$ cat src/mbph_pkg.sv
// ----------------------------------------------------------------------------
// mbph_pkg
// Shared types, constants and the permutation table of the multi-byte
// Pearson hash.
// ----------------------------------------------------------------------------
package mbph_pkg;

  typedef logic [7:0] lane_t;

  localparam int LANE_SLOTS             = 8;
  localparam int DEFAULT_MAX_HASH_BYTES = 8;
  localparam int PADDR_W                = 3;
  localparam int PDATA_W                = 32;
  localparam int HASH_LEN_W             = 4;

  localparam logic [HASH_LEN_W-1:0] HASH_LEN_RESET = 4'd8;
  localparam logic [0:0]            REG_HASH_LEN   = 1'b0;

  localparam lane_t PERM [256] = '{
    8'd171, 8'd38,  8'd41,  8'd159, 8'd93,  8'd52,  8'd71,  8'd169,
    8'd246, 8'd73,  8'd191, 8'd232, 8'd196, 8'd33,  8'd13,  8'd34,
    8'd31,  8'd143, 8'd228, 8'd59,  8'd96,  8'd63,  8'd91,  8'd23,
    8'd250, 8'd36,  8'd221, 8'd126, 8'd214, 8'd57,  8'd90,  8'd94,
    8'd157, 8'd58,  8'd88,  8'd213, 8'd29,  8'd4,   8'd83,  8'd179,
    8'd176, 8'd121, 8'd77,  8'd0,   8'd226, 8'd25,  8'd72,  8'd15,
    8'd102, 8'd76,  8'd153, 8'd10,  8'd137, 8'd134, 8'd254, 8'd20,
    8'd128, 8'd65,  8'd198, 8'd89,  8'd229, 8'd47,  8'd160, 8'd12,
    8'd42,  8'd189, 8'd203, 8'd141, 8'd100, 8'd40,  8'd53,  8'd78,
    8'd182, 8'd35,  8'd130, 8'd68,  8'd197, 8'd212, 8'd55,  8'd111,
    8'd18,  8'd194, 8'd131, 8'd252, 8'd22,  8'd125, 8'd147, 8'd124,
    8'd39,  8'd11,  8'd21,  8'd174, 8'd249, 8'd97,  8'd209, 8'd144,
    8'd218, 8'd27,  8'd82,  8'd5,   8'd220, 8'd67,  8'd129, 8'd150,
    8'd92,  8'd193, 8'd48,  8'd45,  8'd139, 8'd216, 8'd255, 8'd110,
    8'd140, 8'd156, 8'd192, 8'd87,  8'd215, 8'd69,  8'd185, 8'd104,
    8'd175, 8'd181, 8'd109, 8'd75,  8'd231, 8'd138, 8'd180, 8'd105,
    8'd6,   8'd80,  8'd54,  8'd190, 8'd135, 8'd227, 8'd50,  8'd164,
    8'd146, 8'd8,   8'd148, 8'd115, 8'd123, 8'd32,  8'd206, 8'd7,
    8'd238, 8'd74,  8'd204, 8'd223, 8'd177, 8'd248, 8'd149, 8'd188,
    8'd230, 8'd239, 8'd170, 8'd51,  8'd61,  8'd30,  8'd24,  8'd98,
    8'd28,  8'd1,   8'd37,  8'd200, 8'd46,  8'd184, 8'd244, 8'd113,
    8'd116, 8'd154, 8'd84,  8'd86,  8'd199, 8'd112, 8'd133, 8'd107,
    8'd145, 8'd207, 8'd241, 8'd166, 8'd162, 8'd101, 8'd172, 8'd208,
    8'd205, 8'd236, 8'd211, 8'd106, 8'd19,  8'd132, 8'd225, 8'd56,
    8'd108, 8'd99,  8'd186, 8'd9,   8'd251, 8'd183, 8'd210, 8'd114,
    8'd245, 8'd242, 8'd187, 8'd62,  8'd165, 8'd60,  8'd127, 8'd17,
    8'd161, 8'd64,  8'd3,   8'd234, 8'd237, 8'd16,  8'd168, 8'd152,
    8'd120, 8'd95,  8'd167, 8'd155, 8'd49,  8'd219, 8'd81,  8'd202,
    8'd122, 8'd26,  8'd136, 8'd44,  8'd70,  8'd224, 8'd79,  8'd117,
    8'd201, 8'd253, 8'd222, 8'd103, 8'd233, 8'd2,   8'd243, 8'd178,
    8'd235, 8'd240, 8'd66,  8'd119, 8'd173, 8'd195, 8'd163, 8'd85,
    8'd247, 8'd151, 8'd158, 8'd142, 8'd43,  8'd14,  8'd217, 8'd118
  };

  function automatic lane_t perm(input lane_t x);
    return PERM[x];
  endfunction

endpackage

$ cat src/mbph_lane.sv
// ----------------------------------------------------------------------------
// mbph_lane
// Next value of one hash lane: optional seed load, offset xor, table lookup.
// ----------------------------------------------------------------------------
module mbph_lane #(
  parameter int LANE_IDX = 0
) (
  input  mbph_pkg::lane_t lane,
  input  mbph_pkg::lane_t seed_byte,
  input  mbph_pkg::lane_t data_byte,
  input  logic            first_byte,
  output mbph_pkg::lane_t lane_next
);
  import mbph_pkg::*;

  lane_t start;
  lane_t offset;

  always_comb begin
    start     = first_byte ? seed_byte : lane;
    offset    = data_byte + lane_t'(LANE_IDX);
    lane_next = perm(start ^ offset);
  end

endmodule

$ cat src/multi_byte_pearson_hash.sv
// ----------------------------------------------------------------------------
// multi_byte_pearson_hash
// Multi-byte Pearson hash with up to eight parallel lanes.
// ----------------------------------------------------------------------------
// One message byte is taken per cycle while data_ready is high. A word is held
// in an input register, all lanes are updated from it in one table lookup
// each, and on the last byte the hash goes to the output register that drives
// hash_valid. A full output register stalls only a word that carries
// last_byte. first_byte loads lane j from seed byte j before the
// update. hash_len (APB address 0, reset 8) selects how many bytes are
// output; 0 acts as 1, values above MAX_HASH_BYTES act as MAX_HASH_BYTES,
// unused bytes read as zero.
// ----------------------------------------------------------------------------
module multi_byte_pearson_hash #(
  parameter int MAX_HASH_BYTES = mbph_pkg::DEFAULT_MAX_HASH_BYTES
) (
  input  logic                          clk,
  input  logic                          rst,
  input  logic                          psel,
  input  logic                          penable,
  input  logic                          pwrite,
  input  logic [mbph_pkg::PADDR_W-1:0]  paddr,
  input  logic [mbph_pkg::PDATA_W-1:0]  pwdata,
  output logic [mbph_pkg::PDATA_W-1:0]  prdata,
  output logic                          pready,
  input  logic                          data_valid,
  output logic                          data_ready,
  input  logic [7:0]                    data_byte,
  input  logic                          first_byte,
  input  logic                          last_byte,
  input  logic [63:0]                   seed,
  output logic                          hash_valid,
  input  logic                          hash_ready,
  output logic [63:0]                   hash_value
);
  import mbph_pkg::*;

  logic [HASH_LEN_W-1:0] hash_len;
  logic [HASH_LEN_W-1:0] active_len;

  logic        word_valid;
  lane_t       word_byte;
  logic        word_first;
  logic        word_last;
  logic [63:0] word_seed;
  logic        advance;

  lane_t       lanes      [MAX_HASH_BYTES];
  lane_t       lanes_next [MAX_HASH_BYTES];
  logic [63:0] hash_next;

  assign pready = 1'b1;

  always_ff @(posedge clk) begin
    if (rst) begin
      hash_len <= HASH_LEN_RESET;
    end else if (psel && penable && pwrite && paddr[2] == REG_HASH_LEN) begin
      hash_len <= pwdata[HASH_LEN_W-1:0];
    end
  end

  always_comb begin
    if (paddr[2] == REG_HASH_LEN) begin
      prdata = {{(PDATA_W-HASH_LEN_W){1'b0}}, hash_len};
    end else begin
      prdata = '0;
    end
  end

  always_comb begin
    priority if (hash_len == '0) begin
      active_len = HASH_LEN_W'(1);
    end else if (hash_len > HASH_LEN_W'(MAX_HASH_BYTES)) begin
      active_len = HASH_LEN_W'(MAX_HASH_BYTES);
    end else begin
      active_len = hash_len;
    end
  end

  // a word without last_byte never needs the output register
  assign advance    = word_valid && (!word_last || !hash_valid || hash_ready);
  assign data_ready = !word_valid || advance;

  always_ff @(posedge clk) begin
    if (rst) begin
      word_valid <= 1'b0;
    end else if (data_ready) begin
      word_valid <= data_valid;
    end
    if (data_ready && data_valid) begin
      word_byte  <= data_byte;
      word_first <= first_byte;
      word_last  <= last_byte;
      word_seed  <= seed;
    end
  end

  for (genvar j = 0; j < MAX_HASH_BYTES; j++) begin : g_lane
    mbph_lane #(
      .LANE_IDX(j)
    ) u_lane (
      .lane      (lanes[j]),
      .seed_byte (word_seed[8*j +: 8]),
      .data_byte (word_byte),
      .first_byte(word_first),
      .lane_next (lanes_next[j])
    );

    always_ff @(posedge clk) begin
      if (rst) begin
        lanes[j] <= '0;
      end else if (advance) begin
        lanes[j] <= lanes_next[j];
      end
    end
  end

  for (genvar j = 0; j < LANE_SLOTS; j++) begin : g_out
    if (j < MAX_HASH_BYTES) begin : g_used
      assign hash_next[8*j +: 8] =
        (HASH_LEN_W'(j) < active_len) ? lanes_next[j] : 8'h00;
    end else begin : g_unused
      assign hash_next[8*j +: 8] = 8'h00;
    end
  end

  always_ff @(posedge clk) begin
    if (rst) begin
      hash_valid <= 1'b0;
    end else if (advance && word_last) begin
      hash_valid <= 1'b1;
    end else if (hash_ready) begin
      hash_valid <= 1'b0;
    end
    if (advance && word_last) begin
      hash_value <= hash_next;
    end
  end

endmodule

$ cat config.mk
export PLATFORM = sky130hd
export DESIGN_NAME = multi_byte_pearson_hash
export DESIGN_NICKNAME = d
export VERILOG_FILES = /design/src/mbph_pkg.sv /design/src/mbph_lane.sv /design/src/multi_byte_pearson_hash.sv
export SDC_FILE = /design/constraint.sdc
export NUM_CORES = 2
export LEC_CHECK = 0
export BUFFER_PORTS_ARGS = -buffer_cell sky130_fd_sc_hd__buf_4
export CAP_MARGIN = 30
export CELL_PAD_IN_SITES_DETAIL_PLACEMENT = 1
export CELL_PAD_IN_SITES_GLOBAL_PLACEMENT = 2
export CORE_MARGIN = 5
export CORE_UTILIZATION = 37
export CTS_CLUSTER_SIZE = 10
export DETAILED_ROUTE_END_ITERATION = 6
export GPL_TIMING_DRIVEN = 1
export PLACE_DENSITY = 0.88
export SYNTH_ARGS = -nofsm -noshare
export SYNTH_HDL_FRONTEND = slang
export SYNTH_SLANG_ARGS = --single-unit
$ cat constraint.sdc
create_clock -name clk -period 7 [get_ports clk]
set_input_delay 1.4 -clock clk [delete_from_list [all_inputs] [get_ports clk]]
set_output_delay 1.4 -clock clk [all_outputs]
set_load 0.05 [all_outputs]
======== Yosys cells after proc, flatten, opt, wreduce, memory -nomap -nowiden ========
Memory sizes are Yosys's and may differ from the RTL's.
Cells that the tools add are included.
word-level totals
  register bits after elaboration ......... 144
  bits in latches ......................... 0
  RAM bits ................................ 64
  memory bits (read-only) ................. 16,384
  input port bits ......................... 116
  output and inout port bits .............. 99
  logic and storage cells ................. 129
  memories ................................ 9
cells by class
  $add $sub $neg .......................... 7
  $mul .................................... 0
  divide/modulo/power cells ............... 0
  order comparisons ....................... 17
  equal/unequal tests ..................... 0
  shift operators ......................... 0
  multiplexer cells ....................... 42
  bitwise logic cells ..................... 25
  reductions and logical operators ........ 14
memories
  memory            words  bits a word  read ports  clocked after memory_dff  write ports  line            text
  (name not given)  256    8            1           0                         0            mbph_pkg.sv:55  return PERM[x];
  (name not given)  256    8            1           0                         0            mbph_pkg.sv:55
  (name not given)  256    8            1           0                         0            mbph_pkg.sv:55
  (name not given)  256    8            1           0                         0            mbph_pkg.sv:55
  (name not given)  256    8            1           0                         0            mbph_pkg.sv:55
  (name not given)  256    8            1           0                         0            mbph_pkg.sv:55
  3 more memories   -      -            -           -                         -            -
operators by type and width
  cell                   number
  $mux W8                32
  $ge A9 B9 Y1 const B   8
  $not A8 Y9             8
  $xor A8 B8 Y8          8
  $add A8 B3 Y8 const B  4
  $add A8 B2 Y8 const B  2
  $lt A3 B4 Y1 const A   4
  $mux W4                3
  $add A8 B1 Y8 const B  1
  $lt A1 B4 Y1 const A   2
  $lt A2 B4 Y1 const A   2
  $or A1 B1 Y1           8
  $mux W1                7
  $logic_and A1 B1 Y1    6
  $gt A4 B4 Y1 const B   1
  $logic_not A4 Y1       1
  $logic_not A1 Y1       3
  $logic_or A1 B1 Y1     3
  $reduce_bool A2 Y1     1
  $not A1 Y1             1

======== Depth between registers and ports, before layout ========
  depth in word-level cells ............... 8
  depth in mapped cells ................... 18
  mapped depth without buffers ............ 13

======== By module ========
From an unflattened synthesis, not the netlist that was laid out.
second synthesis, totals
  cells, all modules ...................... 5,096
  area total of the unflattened synthesis .. 37,013.0 um2
by module, submodules not included
  module                        instances  cells each  area each (um2)  sequential area each (um2)
  multi_byte_pearson_hash       1          419         7,522.2          6,185.9
  mbph_lane (g_lane[0].u_lane)  1          587         3,843.7          0.0
  mbph_lane (g_lane[5].u_lane)  1          604         3,838.7          0.0
  mbph_lane (g_lane[4].u_lane)  1          580         3,824.9          0.0
  mbph_lane (g_lane[7].u_lane)  1          578         3,667.3          0.0
  mbph_lane (g_lane[6].u_lane)  1          593         3,644.7          0.0
  mbph_lane (g_lane[3].u_lane)  1          569         3,575.9          0.0
  mbph_lane (g_lane[2].u_lane)  1          586         3,565.9          0.0
  mbph_lane (g_lane[1].u_lane)  1          580         3,529.6          0.0

======== Worst setup path after synthesis ========
Ideal clock, no wire load.
  path kind ............................... in2reg
  from .................................... input port hash_ready
  to ...................................... register word_byte[0] (enable)
  setup time .............................. 0.550 ns
  arrival time ............................ 5.220 ns
  data required time ...................... 6.450 ns
  setup slack ............................. 1.229 ns
  stages .................................. 2
  buffers on the path ..................... 0
  cells stage by stage .................... nor2b_1 > a31oi_1
on the way
  word-level cells in the longest chain between the ends .. 4
ends and longest elaborated chain
  what                    line                           text
  start: declaration      multi_byte_pearson_hash.sv:33  input logic hash_ready,
  $logic_or A1 B1 Y1      multi_byte_pearson_hash.sv:81  assign advance = word_valid && (!word_last || !hash_valid || hash_ready);
  $logic_and A1 B1 Y1     multi_byte_pearson_hash.sv:81
  $logic_or A1 B1 Y1      multi_byte_pearson_hash.sv:82  assign data_ready = !word_valid || advance;
  $logic_and A1 B1 Y1     multi_byte_pearson_hash.sv:90  if (data_ready && data_valid) begin
  end signal: assignment  multi_byte_pearson_hash.sv:91  word_byte <= data_byte;
  end: declaration        multi_byte_pearson_hash.sv:42  lane_t word_byte;
No other way between the ends.
A chain may end at the register's enable or synchronous reset.

==> qor.txt <==
Area growth from synthesis to layout -> 8.61%
Largest clock skew in the final design -> 0.0288 ns
Total negative slack -> 0 ns
Number of gates resized after CTS -> 0
Total via count after detailed routing -> 46600
TritonCTS clock tree -> yes
Startpoint type of the worst setup path -> flip-flop
Final-report hold violation count -> 0
Number of synthesized flops with an enable pin -> 202
Fin nets -> 5208
Reg2reg start -> word_byte[0]$_DFFE_PP_
Required time reported for the critical path endpoint -> 7.36 ns
Port-buffer cells -> 155
Initial Util -> 0.372
Type of element capturing the critical path -> flip-flop
DR vias/cell -> 7.45
Post-Place Worst Slack -> 1.60 ns
Crit Path Class -> reg -> reg
Drt first-iter violations -> 8694
Cell types with the largest area share after synthesis -> sky130_fd_sc_hd__edfxtp_1, sky130_fd_sc_hd__nand2_1, sky130_fd_sc_hd__a21oi_1, sky130_fd_sc_hd__nor2_1, sky130_fd_sc_hd__o21ai_0
Depth of the CTS H-tree -> 1
First-pass GRT wire length -> 292000 microns
Cell Rows -> 115
Total setup buffers inserted after CTS -> 0
CTS hold repair buffers -> 0
Post-route DRC -> 1
CTS clk-pin slew, worst paths -> 0.07 ns
Count of nets left with antenna violations after detail routing -> 0
Total clock sinks -> 208
Path category of the worst min-delay check -> reg -> reg
Placed wire-length estimate after detailed placement -> 135000 microns
Initial antenna violation count -> 5
Final setup slack of the worst path -> 1.27 ns
Most common flop cell mapped by yosys -> sky130_fd_sc_hd__edfxtp_1
Cell at the root of the clock tree -> sky130_fd_sc_hd__clkbuf_16
Sequential cell area fraction in the yosys report -> 0.170
# setup viols final -> 0
Share of layout cells above drive strength 1 -> 0.106
Startpoint of the worst setup timing path -> word_byte[0]$_DFFE_PP_
Fin Hold WS -> 0.627 ns
RSZ-0062 raised after global routing -> no
Per-cell routed wire length -> 31.7 microns
Multi-input logic area -> 0.0279 sq mm
Clock latency of the later-clocked register in the worst-skew pair -> 0.64 ns
Transition at the pin with the smallest max-transition slack -> 1.08 ns
Count of cells along the worst register-to-register path -> 14
Async set or reset register ratio after synthesis -> 0
Floorplan die height -> 324 microns
Critical R2R Capture -> lanes[0][31]$_SDFFCE_PN0P_
Headroom to the max-slew limit -> 0.273
Violated checks -> design-rule violations
Last element of the critical path -> lanes[0][31]$_SDFFCE_PN0P_
Maximum number of pins on one net before global-route repair -> 87
Ports -> 215
Register cell area after layout -> 0.00619 sq mm
Core region area -> 0.0980 sq mm
Layout fillers -> 12200
Max Buffers Root-to-Sink -> 3
Total length of routed wires -> 198000 microns
Number of slew-limit violations in the final report -> 0
Register-to-register path setup slack -> 1.27 ns
Arrival time of data at the critical path endpoint -> 6.09 ns
Inserted Clock Buffers -> 31
Die Wd -> 324 microns
Yosys warning count -> 0
Die area -> 0.105 sq mm
Peak supply drop -> 0.000220 V
Largest fanout of any net on the critical path -> 25
Post-Syn Instances -> 5151
Share of the synthesized area in the top cell type -> 0.167
Power Dens Cells -> 308 mW/mm^2
Result of the run -> finished, violations left
Fmax -> 175 MHz
Placer's final routability congestion estimate -> 1.08
Number of unique standard cell types used by synthesis -> 87
Shortest clock period the worst path allows after layout -> 5.73 ns
Static Leak -> 14.0 nW
# Max-Cap Violations -> 0
Syn_area_per_cell -> 7.07 sq um
Drt first pass iters -> 7
Biggest area consumer among synthesized cells -> sky130_fd_sc_hd__edfxtp_1
Post-route clock period utilization -> 0.818
Syn Std Cell Area -> 0.0364 sq mm
Total Routing Usage GR -> 0.355
Total gr overflow -> 0
Flop and latch count out of synthesis -> 208
Number of global-route vias before repair -> 44400
layout by cell type (no fill, tap or decap), drive strengths merged, types with 38 or more instances in the layout:
master     n
and2      64
ha       148
nand2    590
nor2     556
o21ai    396
inv       50
a31oi     99
buf      338
o22ai     66
xnor2    117
nor3     200
o211ai   146
xor2      38
mux2i    132
a21oi    429
nand3    190
a221oi    74
o2111ai   38
edfxtp   202
a211oi   121
o31ai     42
o221ai    70
clkbuf    39
o311ai   121
a311oi    90
critical path, stage by stage, from the launching register on:
cell and delay [ns]:
sky130_fd_sc_hd__edfxtp_1 0.32, sky130_fd_sc_hd__buf_4 0.28, sky130_fd_sc_hd__inv_2 0.28, sky130_fd_sc_hd__ha_1 0.70, sky130_fd_sc_hd__xor2_1 0.31, sky130_fd_sc_hd__buf_4 0.31
sky130_fd_sc_hd__inv_2 0.09, sky130_fd_sc_hd__buf_4 0.36, sky130_fd_sc_hd__ha_1 0.96, sky130_fd_sc_hd__nand2_1 0.47, sky130_fd_sc_hd__nand2_1 0.17, sky130_fd_sc_hd__o311ai_0 0.13
sky130_fd_sc_hd__a32o_1 0.31, sky130_fd_sc_hd__a211oi_1 0.56, sky130_fd_sc_hd__nor3_1 0.14
synthesized netlist by cell type, types with 38 or more instances:
cell type,number
sky130_fd_sc_hd__nand2_1,590
sky130_fd_sc_hd__nor2_1,556
sky130_fd_sc_hd__a21oi_1,428
sky130_fd_sc_hd__o21ai_0,394
sky130_fd_sc_hd__clkbuf_1,279
sky130_fd_sc_hd__buf_2,223
sky130_fd_sc_hd__edfxtp_1,202
sky130_fd_sc_hd__nor3_1,200
sky130_fd_sc_hd__nand3_1,190
sky130_fd_sc_hd__ha_1,148
sky130_fd_sc_hd__o211ai_1,146
sky130_fd_sc_hd__mux2i_1,129
sky130_fd_sc_hd__a211oi_1,121
sky130_fd_sc_hd__o311ai_0,115
sky130_fd_sc_hd__a31oi_1,99
sky130_fd_sc_hd__xnor2_1,99
sky130_fd_sc_hd__a311oi_1,90
sky130_fd_sc_hd__a221oi_1,74
sky130_fd_sc_hd__o221ai_1,70
sky130_fd_sc_hd__o22ai_1,66
sky130_fd_sc_hd__and2_1,64
sky130_fd_sc_hd__buf_1,49
sky130_fd_sc_hd__buf_4,47
sky130_fd_sc_hd__o31ai_1,42
sky130_fd_sc_hd__o2111ai_1,38
where the power goes:
| part | switching (mW) | leakage (nW) | internal (mW) |
|---|---|---|---|
| logic | 6.32 | 11.5 | 2.65 |
| clock network | 0.676 | 0.464 | 0.922 |
| registers | 0.0538 | 2.04 | 1.54 |
final cells by class:
cell class	instances	share of cell area
antenna	2	0.000127
clock buffer	39	0.0204
clock inverter	15	0.00459
inverter	52	0.00494
multi-input combinational	4313	0.706
sequential	208	0.156
tap	1287	0.0407
timing repair buffer	338	0.0666
registers in the layout (all words and copies together), names as in the netlist:
name	count
word_last	1
word_byte	8
lanes	64
hash_valid	1
word_first	1
hash_len	4
hash_value	64
word_valid	1
word_seed	64
metrics by stage:
stage | utilization | total power [mW] | std cells | instance area, sq um
after floorplan | - | 7.33 | 5178 | 36500
after global placement | 0.393 | 10.0 | 6194 | 38500
after detailed placement | 0.393 | 10.1 | 6197 | 38500
after CTS | 0.403 | 11.7 | 6251 | 39500
after global routing | 0.403 | 12.6 | 6252 | 39500
final | 0.404 | 12.2 | 6254 | 39500
how the worst min path moves through the flow:
stage / startpoint / end / depth (start not counted)
2_1_floorplan: word_valid$_SDFFE_PP0N_ / hash_valid$_SDFFE_PP0P_ / 2
3_3_place_gp: word_valid$_SDFFE_PP0N_ / word_valid$_SDFFE_PP0N_ / 2
3_5_place_dp: word_valid$_SDFFE_PP0N_ / word_valid$_SDFFE_PP0N_ / 2
4_1_cts: word_valid$_SDFFE_PP0N_ / word_valid$_SDFFE_PP0N_ / 2
5_1_grt: word_valid$_SDFFE_PP0N_ / word_valid$_SDFFE_PP0N_ / 2
6_report: word_valid$_SDFFE_PP0N_ / word_valid$_SDFFE_PP0N_ / 2
cells by family after synthesis:
logic type | share of synthesized area
AO/OA/AOI/OAI | 0.381
AND/OR/NAND/NOR | 0.217
buffers and inverters | 0.0817
flip-flops | 0.170
XOR/XNOR | 0.0511
multiplexers | 0.0482
adder cells (fa/ha/maj) | 0.0509
other | 0.000206
metal layers:
metal  vias to the layer above  global-route usage  part of all wire
met5                         -                   0           0.00017
met4                         4               0.188             0.069
met3                       882              0.0964              0.13
met2                      3932               0.522              0.41
met1                     22400               0.477              0.39
li1                      19400                   -                 -
(Power assumes the default switching activity.)
